`src/skf_pkg.sv`:
```
// Shared constants for the scalar Kalman filter: widths, register indexes and reset values.
package skf_pkg;

  localparam int DATA_W      = 32;
  localparam int MUL_W       = DATA_W + 1;
  localparam int PROD_W      = 2 * MUL_W;
  localparam int CFG_INDEX_W = 3;

  localparam logic [CFG_INDEX_W-1:0] REG_INITIAL_ESTIMATE   = 3'd0;
  localparam logic [CFG_INDEX_W-1:0] REG_INITIAL_VARIANCE   = 3'd1;
  localparam logic [CFG_INDEX_W-1:0] REG_OBSERVATION_NOISE  = 3'd2;
  localparam logic [CFG_INDEX_W-1:0] REG_DECAY_GAIN         = 3'd3;
  localparam logic [CFG_INDEX_W-1:0] REG_DECAY_GAIN_SQUARED = 3'd4;
  localparam logic [CFG_INDEX_W-1:0] REG_PROCESS_NOISE_STEP = 3'd5;

  localparam logic [DATA_W-1:0] RST_INITIAL_ESTIMATE   = 32'd134217728;
  localparam logic [DATA_W-1:0] RST_INITIAL_VARIANCE   = 32'd429497;
  localparam logic [DATA_W-1:0] RST_OBSERVATION_NOISE  = 32'd42949673;
  localparam logic [DATA_W-1:0] RST_DECAY_GAIN         = 32'd4168033832;
  localparam logic [DATA_W-1:0] RST_DECAY_GAIN_SQUARED = 32'd4044849875;
  localparam logic [DATA_W-1:0] RST_PROCESS_NOISE_STEP = 32'd442642;

endpackage

```
`src/scalar_kalman_filter_top.sv`:
```
// Top level of the scalar Kalman filter: configuration registers, sequencer and state update.
//
// This block runs a one-dimensional Kalman filter over a stream of signed Q4.28 observation
// samples and returns, for every sample, the corrected estimate (signed Q4.28), the corrected
// variance and the gain used (both unsigned Q0.32). It works on one sample at a time. After a
// sample transaction is accepted the gain division runs in a bit-serial restoring divider,
// one quotient bit per cycle (skipped when the observation noise is zero); then two
// bit-serial multipliers form the estimate and variance corrections in parallel, one
// multiplier bit per cycle. Once the output register is free the result is placed in it and
// the same two multipliers propagate the state with the decay factors. The time per sample
// is set by the 32-step divider and the two 33-step multiplier passes, and the result
// transaction is offered before the propagation pass. The output register holds a result
// until it is taken, so the next sample can be accepted while the previous result still
// waits. Configuration registers should only be written while the block is idle; a write to
// initial_estimate or initial_variance takes effect at the next sample that carries restart.
module scalar_kalman_filter_top (
  input  logic                            clk,
  input  logic                            rst,

  input  logic                            cfg_we,
  input  logic [skf_pkg::CFG_INDEX_W-1:0] cfg_index,
  input  logic [skf_pkg::DATA_W-1:0]      cfg_data,

  input  logic                            in_valid,
  output logic                            in_ready,
  input  logic signed [skf_pkg::DATA_W-1:0] observation,
  input  logic                            restart,

  output logic                            out_valid,
  input  logic                            out_ready,
  output logic signed [skf_pkg::DATA_W-1:0] filtered_estimate,
  output logic [skf_pkg::DATA_W-1:0]      posterior_variance,
  output logic [skf_pkg::DATA_W-1:0]      kalman_gain
);

  localparam int DW = skf_pkg::DATA_W;
  localparam int MW = skf_pkg::MUL_W;
  localparam int PW = skf_pkg::PROD_W;

  // Sequencer states.
  localparam logic [2:0] ST_IDLE     = 3'd0;
  localparam logic [2:0] ST_START    = 3'd1;
  localparam logic [2:0] ST_DIV      = 3'd2;
  localparam logic [2:0] ST_MULSTART = 3'd3;
  localparam logic [2:0] ST_CORRECT  = 3'd4;
  localparam logic [2:0] ST_POST     = 3'd5;
  localparam logic [2:0] ST_PROP     = 3'd6;

  localparam logic signed [DW+3:0] EST_MAX = 36'sd2147483647;
  localparam logic signed [DW+3:0] EST_MIN = -36'sd2147483648;

  // Round a Q0.32-scaled product to nearest, ties away from zero on the magnitude.
  function automatic logic [DW+1:0] round_q32(input logic [PW-1:0] p);
    round_q32 = p[PW-1:DW] + {{(DW+1){1'b0}}, p[DW-1]};
  endfunction

  // Apply a sign to a rounded magnitude, add a base estimate and clamp to 32 bits signed.
  function automatic logic [DW-1:0] sat_add(input logic [DW-1:0] base, input logic neg,
                                            input logic [DW+1:0] mag);
    logic signed [DW+3:0] term;
    logic signed [DW+3:0] sum;
    term = neg ? -$signed({2'b00, mag}) : $signed({2'b00, mag});
    sum  = $signed({{4{base[DW-1]}}, base}) + term;
    if (sum > EST_MAX) begin
      sat_add = EST_MAX[DW-1:0];
    end else if (sum < EST_MIN) begin
      sat_add = EST_MIN[DW-1:0];
    end else begin
      sat_add = sum[DW-1:0];
    end
  endfunction

  // Configuration registers.
  logic [DW-1:0] initial_estimate;
  logic [DW-1:0] initial_variance;
  logic [DW-1:0] observation_noise;
  logic [DW-1:0] decay_gain;
  logic [DW-1:0] decay_gain_squared;
  logic [DW-1:0] process_noise_step;

  // Filter state and per-sample working registers.
  logic [DW-1:0] predicted_estimate;
  logic [DW-1:0] predicted_variance;
  logic [2:0]    state;
  logic [DW-1:0] est;
  logic [DW-1:0] p;
  logic [DW-1:0] obs;
  logic [DW-1:0] gain;
  logic          innov_neg;
  logic [MW-1:0] innov_mag;
  logic [DW-1:0] epost;
  logic [DW-1:0] vpost;

  // Multiplier and divider hookup.
  logic          mul_start;
  logic [MW-1:0] mul_a0, mul_b0, mul_a1, mul_b1;
  logic          mul_done0, mul_done1;
  logic [PW-1:0] prod0, prod1;
  logic          div_start;
  logic          div_done;
  logic [DW-1:0] quotient;

  // Combinational helpers.
  logic [DW:0]   innov;
  logic [DW:0]   denom;
  logic          out_free;
  logic [MW-1:0] epost_mag;
  logic [DW+1:0] vnext_round;
  logic [DW+1:0] vnext_sum;

  assign in_ready  = (state == ST_IDLE);
  assign out_free  = !out_valid || out_ready;
  assign innov     = {obs[DW-1], obs} - {est[DW-1], est};
  assign denom     = {1'b0, p} + {1'b0, observation_noise};
  assign epost_mag = epost[DW-1] ? (MW'(0) - {1'b1, epost}) : {1'b0, epost};
  assign vnext_round = round_q32(prod1);
  assign vnext_sum   = vnext_round + {2'b00, process_noise_step};

  // Both multipliers start together: correction pass in ST_MULSTART, propagation in ST_POST.
  assign mul_start = (state == ST_MULSTART) || ((state == ST_POST) && out_free);
  assign div_start = (state == ST_START) && (observation_noise != '0);

  always_comb begin
    if (state == ST_POST) begin
      mul_a0 = epost_mag;
      mul_b0 = {1'b0, decay_gain};
      mul_a1 = {1'b0, vpost};
      mul_b1 = {1'b0, decay_gain_squared};
    end else begin
      mul_a0 = innov_mag;
      mul_b0 = {1'b0, gain};
      mul_a1 = {1'b0, p};
      // One minus the gain, as an unsigned 33-bit Q1.32 factor.
      mul_b1 = {1'b1, {DW{1'b0}}} - {1'b0, gain};
    end
  end

  skf_serial_mul #(.WA(MW), .WB(MW)) u_mul0 (
    .clk     (clk),
    .rst     (rst),
    .start   (mul_start),
    .a       (mul_a0),
    .b       (mul_b0),
    .done    (mul_done0),
    .product (prod0)
  );

  skf_serial_mul #(.WA(MW), .WB(MW)) u_mul1 (
    .clk     (clk),
    .rst     (rst),
    .start   (mul_start),
    .a       (mul_a1),
    .b       (mul_b1),
    .done    (mul_done1),
    .product (prod1)
  );

  skf_serial_div #(.W(DW)) u_div (
    .clk      (clk),
    .rst      (rst),
    .start    (div_start),
    .numer    (p),
    .denom    (denom),
    .done     (div_done),
    .quotient (quotient)
  );

  // Configuration writes; an unknown index is ignored.
  always_ff @(posedge clk) begin
    if (rst) begin
      initial_estimate   <= skf_pkg::RST_INITIAL_ESTIMATE;
      initial_variance   <= skf_pkg::RST_INITIAL_VARIANCE;
      observation_noise  <= skf_pkg::RST_OBSERVATION_NOISE;
      decay_gain         <= skf_pkg::RST_DECAY_GAIN;
      decay_gain_squared <= skf_pkg::RST_DECAY_GAIN_SQUARED;
      process_noise_step <= skf_pkg::RST_PROCESS_NOISE_STEP;
    end else if (cfg_we) begin
      case (cfg_index)
        skf_pkg::REG_INITIAL_ESTIMATE:   initial_estimate   <= cfg_data;
        skf_pkg::REG_INITIAL_VARIANCE:   initial_variance   <= cfg_data;
        skf_pkg::REG_OBSERVATION_NOISE:  observation_noise  <= cfg_data;
        skf_pkg::REG_DECAY_GAIN:         decay_gain         <= cfg_data;
        skf_pkg::REG_DECAY_GAIN_SQUARED: decay_gain_squared <= cfg_data;
        skf_pkg::REG_PROCESS_NOISE_STEP: process_noise_step <= cfg_data;
        default: ;
      endcase
    end
  end

  // Sequencer, state update and output register.
  always_ff @(posedge clk) begin
    if (rst) begin
      state              <= ST_IDLE;
      out_valid          <= 1'b0;
      predicted_estimate <= skf_pkg::RST_INITIAL_ESTIMATE;
      predicted_variance <= skf_pkg::RST_INITIAL_VARIANCE;
    end else begin
      // A new result may replace one that is taken at the same edge.
      if ((state == ST_POST) && out_free) begin
        out_valid <= 1'b1;
      end else if (out_valid && out_ready) begin
        out_valid <= 1'b0;
      end
      case (state)
        ST_IDLE: begin
          if (in_valid) begin
            est   <= restart ? initial_estimate : predicted_estimate;
            p     <= restart ? initial_variance : predicted_variance;
            obs   <= observation;
            state <= ST_START;
          end
        end
        ST_START: begin
          innov_neg <= innov[DW];
          innov_mag <= innov[DW] ? (MW'(0) - innov) : innov;
          if (observation_noise == '0) begin
            // With no observation noise the gain is one, clamped, or zero for zero variance.
            gain  <= (p != '0) ? {DW{1'b1}} : '0;
            state <= ST_MULSTART;
          end else begin
            state <= ST_DIV;
          end
        end
        ST_DIV: begin
          if (div_done) begin
            gain  <= quotient;
            state <= ST_MULSTART;
          end
        end
        ST_MULSTART: begin
          state <= ST_CORRECT;
        end
        ST_CORRECT: begin
          if (mul_done0) begin
            epost <= sat_add(est, innov_neg, round_q32(prod0));
            vpost <= prod1[PW-3:DW] + {{(DW-1){1'b0}}, prod1[DW-1]};
            state <= ST_POST;
          end
        end
        ST_POST: begin
          if (out_free) begin
            filtered_estimate  <= epost;
            posterior_variance <= vpost;
            kalman_gain        <= gain;
            state              <= ST_PROP;
          end
        end
        ST_PROP: begin
          if (mul_done1) begin
            predicted_estimate <= sat_add('0, epost[DW-1], round_q32(prod0));
            predicted_variance <= vnext_sum[DW+1:DW] != 2'b00 ? {DW{1'b1}} : vnext_sum[DW-1:0];
            state              <= ST_IDLE;
          end
        end
        default: begin
          state <= ST_IDLE;
        end
      endcase
    end
  end

endmodule

```
`src/skf_serial_mul.sv`:
```
// Serial-parallel unsigned multiplier that retires one multiplier bit per cycle.
module skf_serial_mul #(
  parameter int WA = skf_pkg::MUL_W,
  parameter int WB = skf_pkg::MUL_W
) (
  input  logic             clk,
  input  logic             rst,
  input  logic             start,
  input  logic [WA-1:0]    a,
  input  logic [WB-1:0]    b,
  output logic             done,
  output logic [WA+WB-1:0] product
);

  localparam int CNT_W = $clog2(WB + 1);

  logic [WA-1:0]    a_reg;
  logic [WA-1:0]    hi;
  logic [WB-1:0]    lo;
  logic [CNT_W-1:0] cnt;
  logic             busy;
  logic [WA:0]      sum;

  assign sum     = {1'b0, hi} + (lo[0] ? {1'b0, a_reg} : {(WA+1){1'b0}});
  assign product = {hi, lo};

  always_ff @(posedge clk) begin
    if (rst) begin
      busy <= 1'b0;
      done <= 1'b0;
      cnt  <= '0;
    end else begin
      done <= busy && (cnt == CNT_W'(1));
      if (start) begin
        busy  <= 1'b1;
        cnt   <= CNT_W'(WB);
        a_reg <= a;
        hi    <= '0;
        lo    <= b;
      end else if (busy) begin
        hi  <= sum[WA:1];
        lo  <= {sum[0], lo[WB-1:1]};
        cnt <= cnt - CNT_W'(1);
        if (cnt == CNT_W'(1)) begin
          busy <= 1'b0;
        end
      end
    end
  end

endmodule

```
`src/skf_serial_div.sv`:
```
// Restoring divider for the gain: floor(numer * 2^W / denom), one quotient bit per cycle.
module skf_serial_div #(
  parameter int W = skf_pkg::DATA_W
) (
  input  logic         clk,
  input  logic         rst,
  input  logic         start,
  input  logic [W-1:0] numer,
  input  logic [W:0]   denom,
  output logic         done,
  output logic [W-1:0] quotient
);

  localparam int CNT_W = $clog2(W + 1);

  // The caller guarantees numer < denom, so the remainder always fits W+1 bits.
  logic [W:0]       rem;
  logic [W:0]       den_reg;
  logic [CNT_W-1:0] cnt;
  logic             busy;
  logic [W+1:0]     shifted;
  logic [W+1:0]     diff;
  logic             fits;

  assign shifted = {rem, 1'b0};
  assign diff    = shifted - {1'b0, den_reg};
  assign fits    = shifted >= {1'b0, den_reg};

  always_ff @(posedge clk) begin
    if (rst) begin
      busy <= 1'b0;
      done <= 1'b0;
      cnt  <= '0;
    end else begin
      done <= busy && (cnt == CNT_W'(1));
      if (start) begin
        busy     <= 1'b1;
        cnt      <= CNT_W'(W);
        rem      <= {1'b0, numer};
        den_reg  <= denom;
        quotient <= '0;
      end else if (busy) begin
        rem      <= fits ? diff[W:0] : shifted[W:0];
        quotient <= {quotient[W-2:0], fits};
        cnt      <= cnt - CNT_W'(1);
        if (cnt == CNT_W'(1)) begin
          busy <= 1'b0;
        end
      end
    end
  end

endmodule

```
`config.mk`:
```
export PLATFORM = sky130hd
export DESIGN_NAME = scalar_kalman_filter_top
export DESIGN_NICKNAME = d
export VERILOG_FILES = /design/src/skf_pkg.sv /design/src/scalar_kalman_filter_top.sv /design/src/skf_serial_mul.sv /design/src/skf_serial_div.sv
export SDC_FILE = /design/constraint.sdc
export NUM_CORES = 2
export LEC_CHECK = 0
export ABC_AREA = 1
export BUFFER_PORTS_ARGS = -buffer_cell sky130_fd_sc_hd__clkbuf_2
export CORE_UTILIZATION = 40
export CTS_BUF_LIST = sky130_fd_sc_hd__clkbuf_4 sky130_fd_sc_hd__clkbuf_8
export DETAILED_ROUTE_END_ITERATION = 8
export GPL_TIMING_DRIVEN = 0
export HOLD_SLACK_MARGIN = 0.06
export SYNTH_ARGS = -nofsm -noshare
export SYNTH_HDL_FRONTEND = slang
export SYNTH_SLANG_ARGS = --single-unit
export TNS_END_PERCENT = 5
```
`constraint.sdc`:
```
create_clock -name clk -period 6.7 [get_ports clk]
set_clock_uncertainty 0.1 [all_clocks]
set_input_delay 1.34 -clock clk [delete_from_list [all_inputs] [get_ports clk]]
set_output_delay 1.34 -clock clk [all_outputs]
set_load 0.01 [all_outputs]
```
Word-level counts from Yosys, hierarchy flattened
Index checks and enable logic that the tools add are counted.

operators by class
  add/sub/neg operators = 17
  magnitude comparators = 5
  eq/ne operators = 20
  multiplexer cells = 54
  bitwise operators = 1
  reduce and logical (&&, ||, !) cells = 40

operator list
  kind                    number
  $mux 32                 14
  $mux 33                 13
  $gt 36x32->1 const B    2
  $lt 36x32->1 const B    2
  $mux 36                 2
  $add 33x34->34          2
  $add 34x1->34           2
  $sub 1x33->33 const A   2
  $pmux 32 s2             1
  $reduce_bool 32->1      2
  $add 32x36->36          1
  $mux 6                  6
  $neg 34->36             1
  $add 34x32->34          1
  $ge 34x33->1            1
  $add 32x32->33          1
  $sub 32x32->33          1
  $sub 33x32->33 const A  1
  $sub 33x33->33          1
  $add 32x1->32           1
  $logic_not 32->1        1
  $reduce_and 2->1        13
  $pmux 3 s7              1
  $eq 6x1->1 const B      3
  18 further kinds        62

word-level totals
  bits in registers = 902
  word-level logic and storage cells = 181

Logic depth before layout (Yosys ltp)
  depth after elaboration = 6
  gate-level depth with buffers = 31
  mapped depth without buffers = 30

By module
A second synthesis with hierarchy kept.

second synthesis, totals
  cell total of the unflattened synthesis = 7364
  area total of the unflattened synthesis = 56036.2 um2

by module, submodules not included
  module                    instances  cells each  area each (um2)  seq. area each (um2)
  scalar_kalman_filter_top  1          4542        34962.3          14874.3
  skf_serial_div            1          1010        7455.9           3103.0
  skf_serial_mul at u_mul1  1          907         6815.3           3133.0
  skf_serial_mul at u_mul0  1          905         6802.8           3133.0

Worst setup path after synthesis
No wires, ideal clock.

  path type = input port to flip-flop
  start point = input port out_ready
  end point = register u_mul0.hi[0], enable pin
  setup time = 0.426 ns
  arrival = 6.356 ns
  required time = 6.174 ns
  setup slack = -0.182 ns
  stages = 7
  buffers on the path = 1
  cell sequence = nor2_1 nor2_1 nor2_1 clkbuf_1 nor2_1 inv_1 nand2_1

between the ends
  cells in the longest elaborated chain, start to end = 5

RTL lines
  item                                line                             source
  from (decl)                         scalar_kalman_filter_top.sv:30   input logic out_ready,
  $logic_or 1x1->1                    scalar_kalman_filter_top.sv:112  assign out_free = !out_valid || out_ready;
  $logic_and 1x1->1                   scalar_kalman_filter_top.sv:120  assign mul_start = (state == ST_MULSTART) || ((state == ST_POST) && out_free);
  $logic_or 1x1->1                    scalar_kalman_filter_top.sv:120
  $reduce_bool 2->1 (no source line)  -
  $reduce_and 2->1 (no source line)   -
  to (signal assigned)                skf_serial_mul.sv:41             hi <= sum[WA:1];
  to (decl)                           skf_serial_mul.sv:18             logic [WA-1:0] hi;

Every way passes these cells.
A chain may end at the register's enable or synchronous reset.

Worst setup path in the final report
  start point = register u_mul0.lo[31]
  end point = register epost[19] (data pin)

between the ends
  cells in the longest elaborated chain, start to end = 6
  elaborated cells between the ends (all ways) = 7
  those cells by class = 3 x add/sub; 2 x order compare; 2 x mux

RTL lines
  item                    line                             source
  from (decl)             skf_serial_mul.sv:19             logic [WB-1:0] lo;
  from (signal assigned)  skf_serial_mul.sv:42             lo <= {sum[0], lo[WB-1:1]};
  $add 34x1->34 (*)       scalar_kalman_filter_top.sv:54   round_q32 = p[PW-1:DW] + {{(DW+1){1'b0}}, p[DW-1]};
  $neg 34->36             scalar_kalman_filter_top.sv:62   term = neg ? -$signed({2'b00, mag}) : $signed({2'b00, mag});
  $mux 36 (*)             scalar_kalman_filter_top.sv:62
  $add 32x36->36 (*)      scalar_kalman_filter_top.sv:63   sum = $signed({{4{base[DW-1]}}, base}) + term;
  $lt 36x32->1            scalar_kalman_filter_top.sv:66   end else if (sum < EST_MIN) begin
  $mux 32                 scalar_kalman_filter_top.sv:66
  to (signal assigned)    scalar_kalman_filter_top.sv:235  epost <= sat_add(est, innov_neg, round_q32(prod0));
  to (decl)               scalar_kalman_filter_top.sv:91   logic [DW-1:0] epost;

Mark *: on every way between the ends. The rest lies on a longest branch, timed or not.

==> flow_summary.json <==
{
  "synth.distinct_cells": 60,
  "post-route-period-util_pct": 92.36,
  "first_global_vias": 43520,
  "htreeDepth": 4,
  "drv_cap": 0,
  "p_leak_nw": 24.88,
  "crit_type": "register to register",
  "ys_ff_latch": 901,
  "synth_edf_count": 617,
  "via_count": 46320,
  "ios": 171,
  "crit_fanout": 10,
  "max-slew-margin-rel_pct": 15.65,
  "synth-async-reset-ratio_pct": 0,
  "synth_nets": 6643,
  "required_ns": 7.25,
  "worst_setup_path_end_kind": "register",
  "layout_common_cells": "nand2_1 (1301), nor2_1 (886), inv_1 (644)",
  "clockBufferDepth": 3,
  "initial_core_util_pct": 40.47,
  "holdBufCountCts": 0,
  "die_area_um2": 130900,
  "dpl.hpwl_um": 145700,
  "power_density_nw_per_um2": 347.2,
  "ir_worst_vdd_v": 0.0002077,
  "remaining_drc_errors": 0,
  "ys_warn_count": 0,
  "min_path_type": "register to register",
  "critPathLaunchType": "register",
  "wl_per_cell_um": 21.93,
  "netlist_instances": 6319,
  "ys.flop_type": "edfxtp_1",
  "syn2layout_area_growth_pct": 13.45,
  "rsz0062_at_grt": "no",
  "grt_use_total_pct": 28.11,
  "ys_top_cells_by_area": "edfxtp_1 (36%), dfxtp_1 (11%), nand2_1 (9.4%)",
  "io_buffers": 168,
  "num_rows": 131,
  "layout.nets": 6991,
  "cts_tree": "done",
  "dpl_cell_area_um2": 55310,
  "status": "finished, final reports clean",
  "root_buffer": "clkbuf_8",
  "crit_arrival_ns": 6.73,
  "core_area_um2": 128000,
  "finalHoldViolCount": 0,
  "final_cell_area_um2": 58770,
  "drive_gt1_share_pct": 9.151,
  "hold_slack_ns": 0.3491,
  "synth.avg_cell_area_um2": 8.198,
  "cts-buffers-inserted": 159,
  "grt_first_pass_wirelength_um": 274300,
  "gp_congestion": 0.9874,
  "grt_remaining_overflow": 0,
  "netlist.top_cell.by_area": "edfxtp_1",
  "antenna_found_initial": 5,
  "totalWireLength_um": 187000,
  "finalMaxSlewViolations": 0,
  "synth_top_cell_area_share_pct": 35.77,
  "min_period_ns": 6.188,
  "viasPerCell": 5.431,
  "antenna_left": 0,
  "die_w_um": 361.9,
  "synth_area_um2": 51800,
  "setup_viol": 0,
  "power_mw": 20.40,
  "final_common_cell": "nand2_1",
  "die_h_um": 361.9,
  "grt_max_degree": 59,
  "numClockSinks": 901,
  "drtPass1Iterations": 7,
  "cts.clk_slew.worst_paths_ns": 0.06,
  "clk_latency_ns": 0.93,
  "tightest_slew_ns": 1.265,
  "seq_area_frac_synth_pct": 46.74,
  "drtIter0Drc": 5038,
  "fmax_ghz": 0.1616
}
## through the flow
| step | cells | utilization [%] | setup slack, ns | TNS, ns |
|---|---|---|---|---|
| after floorplan | 6319 | - | -0.1823 | -40.96 |
| after global routing | 8528 | 45.91 | 0.1304 | 0 |
| after CTS | 8526 | 45.89 | 0.2979 | 0 |
| final | 8529 | 45.91 | 0.5116 | 0 |
| after global placement | 8216 | 42.81 | -4.753 | -1576.34 |
| after detailed placement | 8235 | 43.21 | 0.3564 | 0 |
## worst max-delay path, stage by stage, from the launching register on
cell and delay [ns]:
edfxtp_1 0.59, ha_1 0.41, xnor2_2 0.34, ha_1 0.30
inv_1 0.08, nor2_1 0.10, nand2_1 0.09, nor2_2 0.17
nand3_2 0.19, nor3_2 0.41, nand3_1 0.14, xor2_1 0.21
nand2_1 0.08, o21ai_0 0.13, ha_1 0.43, nand2_1 0.12
nor2_1 0.15, nand2_1 0.08, nor4_1 0.46, o21ai_0 0.18
nand3_1 0.22, xnor2_1 0.16, nand4_1 0.14, o21ai_2 0.32
buf_6 0.19, nand2_1 0.11
## routing by layer
| layer | track usage [%] | up-vias | wire (µm) |
|---|---|---|---|
| met5 | 0 | - | 30 |
| met4 | 12.43 | 4 | 8497 |
| met3 | 4.297 | 372 | 14540 |
| met2 | 43.61 | 1953 | 82260 |
| met1 | 38.71 | 21900 | 81670 |
| li1 | - | 22100 | - |
## Yosys cell counts, types with 8 or more instances
| master | count |
|---|---|
| edfxtp_1 | 617 |
| mux2_2 | 64 |
| dfxtp_1 | 284 |
| o221ai_1 | 8 |
| nand4_1 | 68 |
| buf_1 | 14 |
| ha_1 | 243 |
| xnor2_1 | 78 |
| o21a_1 | 38 |
| nand3b_1 | 17 |
| or2_2 | 16 |
| o211ai_1 | 31 |
| clkbuf_1 | 165 |
| nand3_1 | 231 |
| buf_2 | 15 |
| nor4_1 | 27 |
| nor2_4 | 8 |
| xor2_1 | 171 |
| nor3_1 | 78 |
| a21o_1 | 20 |
| inv_1 | 644 |
| a221oi_1 | 9 |
| nor2_2 | 9 |
| o21ai_0 | 622 |
| a31oi_1 | 68 |
| nand2_2 | 17 |
| a21boi_0 | 20 |
| fa_1 | 8 |
| a21oi_1 | 429 |
| inv_2 | 8 |
| nor2_1 | 893 |
| o311ai_0 | 9 |
| o21bai_1 | 21 |
| nand2_1 | 1303 |
## timing repair
action                                 CTS  global route
gates resized for setup                  0             3
setup endpoints to repair                0            31
buffers inserted                         0             0
endpoints found under the hold margin    0             0
## layout make-up
| class | instances | area, µm² |
|---|---|---|
| fillers | 12660 | 69250 |
| well taps | 1729 | 2163 |
| plain buffers | 200 | 814.5 |
| clock buffers | 230 | 2846 |
| multi-input cells | 4566 | 24430 |
| inverters | 652 | 2447 |
| flip-flops and latches | 901 | 24210 |
| clock inverters | 61 | 580.6 |
| diodes | 3 | 7.507 |
| repair buffers | 187 | 1261 |
## where the power goes
group	total [mW]	switching [mW]	internal [mW]
clock	5.55	2.51	3.04
combinational	7.25	4.99	2.26
sequential	7.60	0.531	7.07
## worst paths after layout
path / from / endpoint / slack (ns) / depth (start not counted)
setup / recovery: u_mul0.lo[31]$_DFFE_PP_ / epost[19]$_SDFFCE_PN1P_ / 0.51 / 25
hold / removal: vpost[6]$_DFFE_PP_ / posterior_variance[6]$_DFFE_PP_ / 0.35 / 0
setup reg to reg: u_mul0.lo[31]$_DFFE_PP_ / epost[19]$_SDFFCE_PN1P_ / 0.51 / 25
hold reg to reg: vpost[6]$_DFFE_PP_ / posterior_variance[6]$_DFFE_PP_ / 0.35 / 0
## logic make-up (layout without fill, tap and decap cells)
kind of cell / after synthesis / count (layout) / share of synthesized area, %
xor+xnor: 250 / 250 / 4.241
mux: 64 / 64 / 1.391
simple gates: 2693 / 2693 / 21.38
compound gates: 1308 / 1308 / 13.77
buf+inv: 852 / 1330 / 6.297
other cells: 0 / 3 / 0
flops: 901 / 901 / 46.74
fa+ha+maj: 251 / 251 / 6.179
Note: power is estimated with default switching activity, not from simulation.
